$ cat src/design/gcsd_pkg.sv
// Package for the cycle slip detector: widths, register indexes, state codes.
// Used by every module of the design.
`timescale 1ns / 1ps

package gcsd_pkg;

  localparam int PrnSlots = 64;
  localparam int PrnBits = $clog2(PrnSlots);
  localparam int IdxBits = PrnBits + 1;
  localparam int Depth = 2 * PrnSlots;

  localparam int InW = 40;
  localparam int GfW = 41;
  localparam int MwW = 48;
  localparam int CntW = 16;
  localparam int NumW = 64;

  typedef enum logic [2:0] {
    CFG_GPS_WL = 3'd0,
    CFG_GPS_NL = 3'd1,
    CFG_BDS_WL = 3'd2,
    CFG_BDS_NL = 3'd3,
    CFG_GF_LIM = 3'd4,
    CFG_MW_LIM = 3'd5
  } cfg_idx_t;

  typedef enum logic [1:0] {
    ST_FIRST = 2'd0,
    ST_CLEAN = 2'd1,
    ST_SLIP = 2'd2,
    ST_INCOMPLETE = 2'd3
  } status_t;

  typedef enum logic [3:0] {
    S_IDLE,
    S_CLEAR,
    S_MUL_WL,
    S_MUL_NL,
    S_ROUND,
    S_READ,
    S_CMP,
    S_DIV,
    S_UPD,
    S_OUT
  } fsm_t;

endpackage

$ cat src/design/gcsd_div.sv
// Restoring divider, one quotient bit per cycle: 49-bit dividend by 17-bit divisor.
// Depends on gcsd_pkg.
`timescale 1ns / 1ps

module gcsd_div (
  input  logic clk,
  input  logic rst,
  input  logic start,
  input  logic [gcsd_pkg::MwW:0] dividend,
  input  logic [gcsd_pkg::CntW:0] divisor,
  output logic busy,
  output logic [gcsd_pkg::MwW:0] quotient
);

  localparam int QW = gcsd_pkg::MwW + 1;
  localparam int RW = gcsd_pkg::CntW + 2;

  logic [RW-1:0] rem;
  logic [RW-1:0] trial;
  logic [gcsd_pkg::CntW:0] dsr;
  logic [5:0] count;

  assign trial = {rem[RW-2:0], quotient[QW-1]} - {1'b0, dsr};

  // Shift one dividend bit into the remainder and try a subtraction.
  always_ff @(posedge clk) begin
    if (rst) begin
      busy <= 1'b0;
      count <= '0;
    end else if (start) begin
      busy <= 1'b1;
      count <= 6'(QW);
      quotient <= dividend;
      dsr <= divisor;
      rem <= '0;
    end else if (busy) begin
      if (!trial[RW-1]) begin
        rem <= trial;
        quotient <= {quotient[QW-2:0], 1'b1};
      end else begin
        rem <= {rem[RW-2:0], quotient[QW-1]};
        quotient <= {quotient[QW-2:0], 1'b0};
      end
      count <= count - 6'd1;
      if (count == 6'd1) begin
        busy <= 1'b0;
      end
    end
  end

endmodule

$ cat config.mk
export PLATFORM = sky130hd
export DESIGN_NAME = gcsd_div
export DESIGN_NICKNAME = d
export VERILOG_FILES = /design/src/design/gcsd_pkg.sv /design/src/design/gcsd_div.sv
export SDC_FILE = /design/constraint.sdc
export NUM_CORES = 1
export LEC_CHECK = 0
export BUFFER_PORTS_ARGS = -buffer_cell sky130_fd_sc_hd__buf_2
export CAP_MARGIN = 20
export CORE_MARGIN = 5
export CORE_UTILIZATION = 55
export CTS_CLUSTER_SIZE = 12
export DETAILED_ROUTE_END_ITERATION = 8
export HOLD_SLACK_MARGIN = 0.02
export PLACE_DENSITY = 0.82
export SYNTH_ARGS = -nofsm -noshare
export SYNTH_HDL_FRONTEND = slang
export SYNTH_SLANG_ARGS = --single-unit
$ cat constraint.sdc
create_clock -name clk -period 12.1 [get_ports clk]
set_input_delay 0.605 -clock clk [delete_from_list [all_inputs] [get_ports clk]]
set_output_delay 0.605 -clock clk [all_outputs]
set_load 0.005 [all_outputs]
Yosys cells after proc, flatten, opt, wreduce, memory -nomap -nowiden
Cells that the tools add are included.
- reduce and logical (&&, ||, !) cells: 4
- equality and inequality tests: 1
- bitwise logic cells: 1
- add/sub/neg operators: 2
- multiplexer cells: 10
- operators by type and width (operator ; number):
    49-bit two-way mux ; 2
    17-bit two-way mux ; 2
    18-bit by 17-bit subtractor with 18-bit output ; 1
    6-bit two-way mux ; 2
    6-bit by 1-bit equality test with 1-bit output, second input constant ; 1
    6-bit by 1-bit subtractor with 6-bit output, second input constant ; 1
    1-bit two-way mux ; 4
    2-bit AND reduction ; 2
    2-bit nonzero test ; 1
    2-bit OR reduction ; 1
    1-bit NOT ; 1
- logic and storage cells: 24
- bits in registers: 90

Depth between registers and ports, before layout
- depth in word-level cells: 4
- mapped depth: 10
- mapped depth without buffers: 9

Worst setup path after synthesis
No wires, ideal clock.
- kind: input to register
- from: in start
- to: reg quotient[0] (netlist bit) (enable)
- setup time: 0.490 ns
- data arrival time: 3.987 ns
- slack: 7.623 ns
- stages: 4
- path buffers: 2
- data required time: 11.610 ns
- path through: clkbuf_1 clkbuf_1 nor2_1 nor2_1
- cells in the longest elaborated chain, start to end: 2
- ends and longest elaborated chain (element ; line ; text):
    start: declaration ; gcsd_div.sv:8 ; input logic start,
    2-bit nonzero test (no source line) ; - ;
    2-bit AND reduction (no source line) ; - ;
    end signal: assignment ; gcsd_div.sv:33 ; quotient <= dividend;
    end signal: assignment ; gcsd_div.sv:39 ; quotient <= {quotient[QW-2:0], 1'b1};
    end signal: assignment ; gcsd_div.sv:42 ; quotient <= {quotient[QW-2:0], 1'b0};
    end: declaration ; gcsd_div.sv:12 ; output logic [gcsd_pkg::MwW:0] quotient
Every way passes these cells.
A chain may end at the register's enable or synchronous reset.

Worst setup path after layout
- from: reg rem[13]
- to: reg rem[12] (data pin)
- cells in the longest elaborated chain, start to end: 3
- ends and longest elaborated chain (element ; line ; text):
    start: declaration ; gcsd_div.sv:18 ; logic [RW-1:0] rem;
    start signal: assignment ; gcsd_div.sv:38 ; rem <= trial;
    start signal: assignment ; gcsd_div.sv:41 ; rem <= {rem[RW-2:0], quotient[QW-1]};
    18-bit by 17-bit subtractor with 18-bit output ; gcsd_div.sv:23 ; assign trial = {rem[RW-2:0], quotient[QW-1]} - {1'b0, dsr};
    17-bit two-way mux ; gcsd_div.sv:37 ; if (!trial[RW-1]) begin
    17-bit two-way mux ; gcsd_div.sv:36 ; end else if (busy) begin
Every way passes these cells. The select of a mux whose other input is x is not followed.

==> run_results.csv <==
group,metric,value,unit
final_layout,layout_commonest_cell,"buf_2",
global_route,grt_max_degree,74,
global_route,gr-usage-met2,34.2,%
timing,slew-limit-headroom,44.2,%
routing,drt_iter0_drc,281,
final_layout,regArea,0.00263,mm^2
logic_synthesis,synth_area,0.00477,mm^2
final_layout,final_core_util,65.9,%
floorplanning,die_area,0.0106,mm^2
floorplanning,start_util,55.5,%
logic_synthesis,synthDistinctLibCells,53,
pwr,max-vdd-ir-drop,0.105,mV
worst_setup_path,reg2reg_slack,8.93,ns
timing,min_period_over_period,26.2,%
floorplanning,die_w,103,um
floorplanning,pin_count,119,
worst_setup_path,worst-path-max-fanout,11,
worst_setup_path,startpoint_type,"register",
clock_tree,cts_root_buffer,"clkbuf_8",
floorplanning,die_h,103,um
clock_tree,cts_tree,"yes",
worst_setup_path,worstPathRequired,12.26,ns
pwr,pwr_density_cell,139,mW/mm^2
global_route,antenna_found_initial,0,
global_route,grt_pass1_wl,17500,um
clock_tree,cts.htree.levels,3,
logic_synthesis,synth_flop_cell,"edfxtp_1",
final_layout,fillers,631,
timing,rsz0062_at_grt,"false",
worst_setup_path,path_class,"reg2reg",
final_layout,area_delta_synth_final,18.8,%
logic_synthesis,synth_warnings,0,
hold_path,hp-start,"divisor[1]",
routing,num_vias,3535,
logic_synthesis,synth_edf_count,83,
global_route,grt_pass1_vias,3621,
final_layout,layout_common_cells,"buf_2 (118), edfxtp_1 (83), mux2_2 (48)",
logic_synthesis,ys_ff_latch,90,
timing,timing.setup.tns,0,ns
logic_synthesis,syn_avg_cell_area,12.8,um^2
clock_tree,insertion_delay,0.36,ns
timing,tightest_slew,0.837,ns
logic_synthesis,synth-seq-area-share,55.2,%
worst_setup_path,crit_start,"rem[13]",
global_route,grt-ovfl-total,0,
logic_synthesis,async_flop_share,0,%
clock_tree,clock_sinks,90,
logic_synthesis,synth_nets,462,
worst_setup_path,crit_chain,"ha_1 > and2_1 > nand4_1 > nor3b_1 > or4_1 > nand2_2 > o31ai_1",
final_layout,layout.cells.non_filler,603,
timing,drv_slew,0,
hold_path,hold_path.class,"in2reg",
logic_synthesis,syn_inst,373,
worst_setup_path,r2r_start,"rem[13]",
final_layout,num-nets-final,579,
global_route,grt_use_met3,7.65,%
timing,fin_skew,0.0137,ns
global_route,use_met1,27.6,%
timing,finalHoldViolations,0,
placed_design,place.gp.congestion,0.901,
worst_setup_path,cp_data_arrival_time,3.33,ns
placed_design,hpwl,8030,um
placed_design,portBuffers,118,
global_route,grt.total_usage,21.4,%
job,drv_cap,0,
routing,wl_per_cell,18.4,um
routing,post-route-drc-count,0,
timing,fmax,315,MHz
routing,vias_per_cell,5.86,
worst_setup_path,slowest_delay,0.52,ns
final_layout,drive_above_1_share,40.4,%
clock_tree,post_cts_buffers,0,
clock_tree,cts_buffers,9,
worst_setup_path,setup.worst_path.end_class,"register",
global_route,busiest_layer,"met2",
worst_setup_path,slowest_stage,"nor3b_1",
pwr,power_leakage,2.27,nW
status,status,"completed",
clock_tree,ctsHoldBuffers,0,
routing,ant_nets,0,
timing,period_minus_slack,3.17,ns
placed_design,dp.cells,587,
routing,drt_first_pass_iters,5,
routing,wirelength,11100,um
floorplanning,core_area,0.00859,mm^2
clock_tree,path_clk_slew,0.09,ns
floorplanning,rows,34,
clock_tree,clockBufferDepth,2,
final_layout,diodes,0,
final_layout,multi_input_area,0.00197,mm^2
clock_tree,cts-resized-gates,0,
timing,setup_viol,0,
==> registers in the layout, summed over array words and instances, names as in the netlist <==
name	flops
dsr	17
rem	17
count	6
quotient	49
busy	1
==> logic make-up after synthesis <==
| group | Yosys count | synth area share [%] |
|---|---|---|
| multiplexers | 50 | 11.8 |
| XOR/XNOR | 13 | 2.39 |
| AND/OR/NAND/NOR | 67 | 7.69 |
| flip-flops | 90 | 55.2 |
| buffers and inverters | 41 | 3.65 |
| AO/OA/AOI/OAI | 92 | 13.9 |
| adder cells (fa/ha/maj) | 20 | 5.41 |
==> stage by stage <==
stage	hold WS (ns)	cell area (um^2)	power (mW)	worst slack (ns)
after floorplan	0.469	4770	0.520	7.62
after global placement	0.488	5450	0.569	8.99
after detailed placement	0.512	5450	0.574	8.91
after CTS	0.409	5660	0.787	8.96
after global routing	0.401	5660	0.823	8.81
final	0.417	5660	0.787	8.93
==> where the power goes <==
group | switching [mW] | internal (mW) | leakage [nW]
logic | 0.105 | 0.0812 | 1.31
registers | 0.0133 | 0.372 | 0.850
clock network | 0.111 | 0.104 | 0.109
total | 0.230 | 0.557 | 2.27
==> worst paths after layout <==
| kind | to | cells past startpoint |
|---|---|---|
| setup reg to reg | rem[12] | 7 |
| setup / recovery | rem[12] | 7 |
| hold reg to reg | count[1] | 2 |
| hold / removal | dsr[1] | 1 |
==> layout make-up <==
type,instances,area share [%]
tap,108,2.39
inverter,24,1.59
timing repair buffer,123,11.1
clock buffer,10,2.43
clock inverter,6,1.28
sequential,90,46.5
multi-input combinational,242,34.7
==> per-layer routing <==
layer	part of all wire [%]	wire, um
met4	1.3	146
met5	0	0
met1	41	4550
met3	9.5	1050
met2	48	5320
==> synth_stat cells, drive strengths merged, types with 2 or more instances <==
cell type | instances | area share (%)
nor4 | 3 | 0.52
a2111oi | 4 | 1.1
o21a | 4 | 0.63
a211oi | 3 | 0.47
and2 | 2 | 0.32
mux2i | 2 | 0.42
and3 | 3 | 0.39
nor3 | 3 | 0.31
nand4 | 6 | 0.79
nand3 | 7 | 0.73
clkbuf | 11 | 0.87
nor2 | 14 | 1.1
xnor2 | 9 | 1.7
inv | 24 | 1.9
o21ai | 17 | 1.8
ha | 19 | 5.0
nand2b | 4 | 0.52
edfxtp | 83 | 52
o211a | 2 | 0.42
a21oi | 28 | 3.1
nor2b | 2 | 0.26
o211ai | 14 | 2.5
dfxtp | 7 | 2.9
xor2 | 4 | 0.73
or4 | 2 | 0.31
nand2 | 13 | 1.1
o31ai | 7 | 1.1
mux2 | 48 | 11
nor3b | 2 | 0.31
a31o | 4 | 0.73
or3 | 2 | 0.26
buf | 6 | 0.89
nor4b | 2 | 0.37
==> critical path: cells and delay by family, from the launching register on <==
| kind | cells | cell delay, ns |
|---|---|---|
| adder cells (fa/ha/maj) | 1 | 0.49 |
| flip-flops | 1 | 0.42 |
| AND/OR/NAND/NOR | 5 | 1.68 |
| AO/OA/AOI/OAI | 1 | 0.37 |
(Power assumes the default switching activity.)
