===== src/design/gcsd_pkg.sv =====
// Package for the cycle slip detector: widths, register indexes, state codes.
// Used by every module of the design.
`timescale 1ns / 1ps

package gcsd_pkg;

  localparam int PrnSlots = 64;
  localparam int PrnBits = $clog2(PrnSlots);
  localparam int IdxBits = PrnBits + 1;
  localparam int Depth = 2 * PrnSlots;

  localparam int InW = 40;
  localparam int GfW = 41;
  localparam int MwW = 48;
  localparam int CntW = 16;
  localparam int NumW = 64;

  typedef enum logic [2:0] {
    CFG_GPS_WL = 3'd0,
    CFG_GPS_NL = 3'd1,
    CFG_BDS_WL = 3'd2,
    CFG_BDS_NL = 3'd3,
    CFG_GF_LIM = 3'd4,
    CFG_MW_LIM = 3'd5
  } cfg_idx_t;

  typedef enum logic [1:0] {
    ST_FIRST = 2'd0,
    ST_CLEAN = 2'd1,
    ST_SLIP = 2'd2,
    ST_INCOMPLETE = 2'd3
  } status_t;

  typedef enum logic [3:0] {
    S_IDLE,
    S_CLEAR,
    S_MUL_WL,
    S_MUL_NL,
    S_ROUND,
    S_READ,
    S_CMP,
    S_DIV,
    S_UPD,
    S_OUT
  } fsm_t;

endpackage


===== src/design/gcsd_mul.sv =====
// Bit-serial multiplier: a 64-bit signed operand times an unsigned 20-bit factor.
// One factor bit per cycle, shift and add. Depends on gcsd_pkg.
`timescale 1ns / 1ps

module gcsd_mul (
  input  logic clk,
  input  logic rst,
  input  logic start,
  input  logic signed [gcsd_pkg::NumW-1:0] mcand,
  input  logic [19:0] factor,
  output logic busy,
  output logic signed [gcsd_pkg::NumW-1:0] product
);

  logic [19:0] mplier;
  logic signed [gcsd_pkg::NumW-1:0] addend;
  logic [4:0] count;

  // Each cycle adds the shifted multiplicand when the current factor bit is set.
  always_ff @(posedge clk) begin
    if (rst) begin
      busy <= 1'b0;
      count <= '0;
    end else if (start) begin
      busy <= 1'b1;
      count <= 5'd20;
      mplier <= factor;
      addend <= mcand;
      product <= '0;
    end else if (busy) begin
      if (mplier[0]) begin
        product <= product + addend;
      end
      mplier <= mplier >> 1;
      addend <= addend <<< 1;
      count <= count - 5'd1;
      if (count == 5'd1) begin
        busy <= 1'b0;
      end
    end
  end

endmodule


===== config.mk =====
export PLATFORM = sky130hd
export DESIGN_NAME = gcsd_mul
export DESIGN_NICKNAME = d
export VERILOG_FILES = /design/src/design/gcsd_pkg.sv /design/src/design/gcsd_mul.sv
export SDC_FILE = /design/constraint.sdc
export NUM_CORES = 1
export LEC_CHECK = 0
export ABC_CLOCK_PERIOD_IN_PS = 10150
export BUFFER_PORTS_ARGS = -buffer_cell sky130_fd_sc_hd__buf_2
export CELL_PAD_IN_SITES_DETAIL_PLACEMENT = 1
export CELL_PAD_IN_SITES_GLOBAL_PLACEMENT = 2
export CORE_MARGIN = 2
export CORE_UTILIZATION = 25
export CTS_BUF_LIST = sky130_fd_sc_hd__clkbuf_8 sky130_fd_sc_hd__clkbuf_16
export CTS_CLUSTER_SIZE = 12
export DETAILED_ROUTE_END_ITERATION = 10
export GPL_TIMING_DRIVEN = 1
export PLACE_DENSITY_LB_ADDON = 0.1
export SYNTH_ARGS = -nofsm -noshare
export SYNTH_HDL_FRONTEND = slang
export SYNTH_SLANG_ARGS = --single-unit
export TNS_END_PERCENT = 1

===== constraint.sdc =====
create_clock -name clk -period 10.15 [get_ports clk]
set_input_delay 1.015 -clock clk [delete_from_list [all_inputs] [get_ports clk]]
set_output_delay 1.015 -clock clk [all_outputs]
set_load 0.02 [all_outputs]

==> Word-level counts from Yosys, hierarchy flattened <==
Cells that the tools add are included.
{ "totals": {"memories": 0, "word_cells": 26, "inputBits": 87, "reg_bits": 154, "ram_bits": 0, "mem_bits_ro": 0, "latch_bits": 0} }
{ "op_classes": {"eq_ne": 1, "n_lt_le_gt_ge": 0, "div": 0, "mux": 11, "multipliers": 0, "add_sub_neg": 2, "n_bitwise": 1, "shift": 0, "reduce_logical": 5} }
{ "ops": {"columns": ["operator", "n"], "rows": [
  ["64-bit two-way mux", 4],
  ["64-bit adder", 1],
  ["20-bit two-way mux", 2],
  ["5-bit two-way mux", 2],
  ["5-bit by 1-bit == test with 1-bit output, second input constant", 1],
  ["5-bit by 1-bit subtractor with 5-bit output, second input constant", 1],
  ["2-bit nonzero test", 2],
  ["1-bit two-way mux", 3],
  ["3-bit AND reduction", 1],
  ["2-bit AND reduction", 1],
  ["2-bit OR reduction", 1],
  ["1-bit NOT", 1]
]} }

==> Depth between registers and ports, before layout <==
{ "logic_depth": {"depth_word": 4, "ltp_mapped": 11} }

==> Worst setup path before layout <==
Ideal clock, no wire load.
{ "synth_path": {"kind": "input to register", "from": "in start", "to": "reg product[0] in the netlist's numbering, enable pin", "arrival_ns": 4.317, "path_buffers": 2, "stages": 4, "slack_ns": 5.347, "setup_ns": 0.486, "cell_sequence": "clkbuf_1 > clkbuf_1 > nor2_1 > nor2_1"} }
{ "synth_between": {"elab_chain_len": 2} }
{ "synth_lines": {"columns": ["element", "line_no", "text"], "rows": [
  ["start: declaration", "gcsd_mul.sv:8", "input logic start,"],
  ["2-bit nonzero test (no line)", null, null],
  ["3-bit AND reduction (no line) *", null, null],
  ["end signal: assignment", "gcsd_mul.sv:32", "product <= product + addend;"],
  ["end: declaration", "gcsd_mul.sv:12", "output logic signed [gcsd_pkg::NumW-1:0] product"]
]} }
Every way passes the cells marked *; elsewhere a longest branch is shown, timed or not.
A chain may end at the register's enable or synchronous reset.

==> Worst setup path in the final report <==
{ "layout_path": {"from": "reg product[0] in the netlist's numbering", "to": "reg product[56] in the netlist's numbering (data pin)"} }
{ "layout_between": {"elab_chain_len": 3} }
{ "layout_lines": {"columns": ["element", "line_no", "text"], "rows": [
  ["64-bit adder", "gcsd_mul.sv:32", null],
  ["64-bit two-way mux", "gcsd_mul.sv:31", "if (mplier[0]) begin"],
  ["64-bit two-way mux", "gcsd_mul.sv:30", "end else if (busy) begin"]
]} }
Every way passes these cells. The select of a mux whose other input is x is not followed.

==> flow_summary.ini <==
[clock_network]
h-tree-depth = 4
cts_sinks = 154
path_clk_slew_ps = 70
cts-root-buf = clkbuf_16
cts-resized-gates = 0
clk_latency_ps = 460
numCtsBuffers = 17
cts_buffer_depth = 2
cts_tree = built
postCtsSetupBuffers = 0
cts.hold.buffers_added = 0

[pwr]
switching_power_mw = 0.637
p_int_mw = 1.34
clkPwrFrac_pct = 33.0
peakVddDrop_mv = 0.112
power-per-cell-area_nw_per_um2 = 169
total_leakage_power_nw = 4.69
swShare_pct = 32.2
combPwrFrac_pct = 26.7
p_seq_share_pct = 40.3

[grt]
grt_pass1_vias = 7955
grt_usage_pct = 14.8
grt_pass1_wl_um = 46700
antenna_found_initial = 5
overflow = 0
grt_max_degree = 132

[yosys]
synth_nets = 1055
synth-edff-count = 148
synth_warnings = 0
synth_seq_cells = 154
synth_ff_type = edfxtp_1
syn_area_sq_um = 9820
syn_avg_cell_area_sq_um = 10.9
async_flop_share_pct = 0
syn_inst = 902
yosysSeqAreaShare_pct = 46.5
yosysUniqueCellTypes = 64

[min_path]
hold_end = count[1]
hold_depth = 2
min_path_type = reg -> reg
hp-start = count[1]

[floorplan]
start_util_pct = 25.4
core_sq_um = 38700
dieArea_sq_um = 40900
io-pin-count = 152
die_h_um = 202
rows = 72
die_x_um = 202

[drt]
drc = 0
wl_per_cell_um = 18.8
wl_um = 29500
vias = 7392
vias_per_cell = 4.72
firstDrtPassIters = 4
drtAntennaViolNets = 0
first_iter_violations = 347

[run_status]
outcome = completed

[job]
maxCapViolations = 0

[worst_setup_path]
cp-start-kind = flip-flop
crit_fanout = 4
worstPathArrival_ps = 4040
r2r_start = product[0]
r2r_end = product[56]
worstPathRequired_ps = 10360
worstRegToRegCells = 11
critical_path_class = reg -> reg
cp-end-kind = flip-flop
r2r_slack_ps = 6320

[placed_design]
gp_congestion = 0.730
hpwl_um = 21700
io_buffers = 151

[layout]
nNetsFinal = 1186
num-fill-cells = 4409
finish.utilization_pct = 30.2
syn_to_final_growth_pct = 19.0
layout-drive-gt1-share_pct = 27.6

[timing]
rsz0062_at_grt = false
slew_violations = 0
worstMarginPinSlew_ps = 1040
final.setup.tns_ps = 0
relSlewSlack_pct = 30.5
fin_crit_sh_pct = 37.8
finalHoldViolCount = 0
fin_crit_ps = 3830
max_freq_ghz = 0.261
worst_clock_skew_ps = 13.9
setup_viol = 0
==> cell usage after synthesis, types with 3 or more instances <==
cell type | n | share of area [%]
a211oi_1 | 10 | 0.76
dfxtp_1 | 6 | 1.2
a31oi_1 | 9 | 0.57
o21bai_1 | 11 | 0.84
mux2_2 | 87 | 10
nor3_1 | 18 | 0.92
a221o_1 | 3 | 0.31
nor2b_1 | 10 | 0.64
inv_1 | 15 | 0.57
and3_1 | 8 | 0.51
o21a_1 | 8 | 0.61
and2_1 | 5 | 0.32
ha_1 | 65 | 8.3
buf_2 | 11 | 0.56
a221oi_1 | 4 | 0.36
nand3_1 | 9 | 0.46
nand2_1 | 48 | 1.8
nor2_1 | 104 | 4.0
edfxtp_1 | 148 | 45
a21oi_1 | 69 | 3.5
xnor2_1 | 28 | 2.5
o31ai_1 | 6 | 0.46
o31a_1 | 4 | 0.36
xor2_1 | 25 | 2.2
o21ai_0 | 35 | 1.8
nand4_1 | 20 | 1.3
or3_1 | 5 | 0.32
clkbuf_1 | 30 | 1.1
a211o_1 | 3 | 0.27
o211a_1 | 3 | 0.31
or2_2 | 3 | 0.19
a21o_1 | 52 | 4.0
==> registers in the layout (all words and copies together) (netlist names) <==
name     cells
addend      64
busy         1
count        5
product     64
mplier      20
==> through the flow <==
stage	std cells	setup slack, ps	instance area, sq um	power [mW]	hold WS (ps)
final	1567	6320	11700	1.98	505
after global routing	1566	5980	11700	2.10	535
after CTS	1564	6170	11700	2.02	513
after detailed placement	1532	6190	11100	1.35	504
after global placement	1532	6260	11100	1.35	492
after floorplan	902	5350	9820	1.18	468
==> power groups by stage <==
stage	logic, mW	registers [mW]	clock network (mW)
after floorplan	0.353	0.829	0
after global placement	0.539	0.812	0
after detailed placement	0.535	0.812	0
after CTS	0.538	0.799	0.682
after global routing	0.594	0.804	0.702
final	0.527	0.797	0.652
==> layout make-up <==
class,count,area [sq um],share of cell area [%]
Clock buffer,17,425,3.64
Timing Repair Buffer,155,805,6.88
Sequential cell,154,4560,39.0
Antenna cell,3,7.51,0.0642
Tap cell,518,648,5.54
Clock inverter,15,153,1.31
Multi-Input combinational cell,690,5030,43.0
Inverter,15,57.6,0.492
==> how the worst max path moves through the flow <==
stage	start	to	slack, ps	cells after the start
after floorplan	start	product[0]	5350	4
after global placement	product[0]	product[56]	6260	11
after detailed placement	product[0]	product[56]	6190	11
after CTS	product[0]	product[56]	6170	11
after global routing	product[0]	product[56]	5980	11
final	product[0]	product[56]	6320	11
==> routing by layer <==
layer | global-route usage, % | vias up | share of wire (%)
li1 | - | 3669 | -
met1 | 20.4 | 3587 | 50
met2 | 22.8 | 110 | 44
met3 | 3.85 | 22 | 4.4
met4 | 4.64 | 4 | 1.2
met5 | 0 | - | 0.081
==> kinds of logic (layout without fill, tap and decap cells) <==
| kind of cell | after synthesis | count (layout) | share of synthesized area [%] |
|---|---|---|---|
| and+or+nand+nor | 242 | 242 | 11.4 |
| xor gates and xnor gates | 53 | 53 | 4.73 |
| muxes | 90 | 90 | 10.4 |
| AOI/OAI and AO/OA | 239 | 239 | 16.2 |
| buffers and inverters | 58 | 202 | 2.39 |
| adders and majority gates | 66 | 66 | 8.48 |
| other | 0 | 3 | 0 |
| DFF | 154 | 154 | 46.5 |
==> cell usage in the layout (no fill, tap or decap), types with 6 or more instances in the layout <==
master / Yosys / routed
nand4_1: 20 / 20
nand3_1: 9 / 9
nor2b_1: 10 / 10
edfxtp_1: 148 / 148
xnor2_1: 28 / 28
ha_1: 65 / 65
and3_1: 8 / 8
mux2_2: 87 / 87
o21a_1: 8 / 8
clkbuf_16: 0 / 17
dfxtp_1: 6 / 6
o21bai_1: 11 / 11
a31oi_1: 9 / 9
o21ai_0: 35 / 35
buf_2: 11 / 150
a21oi_1: 69 / 69
inv_1: 15 / 17
o31ai_1: 6 / 6
nand2_1: 48 / 48
xor2_1: 25 / 25
nor2_1: 104 / 103
a211oi_1: 10 / 10
a21o_1: 52 / 52
nor3_1: 18 / 18
==> worst max-delay path, stage by stage (launching register included) <==
cell and delay, ps:
edfxtp_1 400, ha_1 260, fa_1 440, a211oi_1 340, o21a_1 200, nor3_1 80, a211o_1 370, a211oi_1 550
o31ai_1 270, a21oi_1 280, o21bai_1 120, mux2_2 270
(Power assumes the default switching activity.)
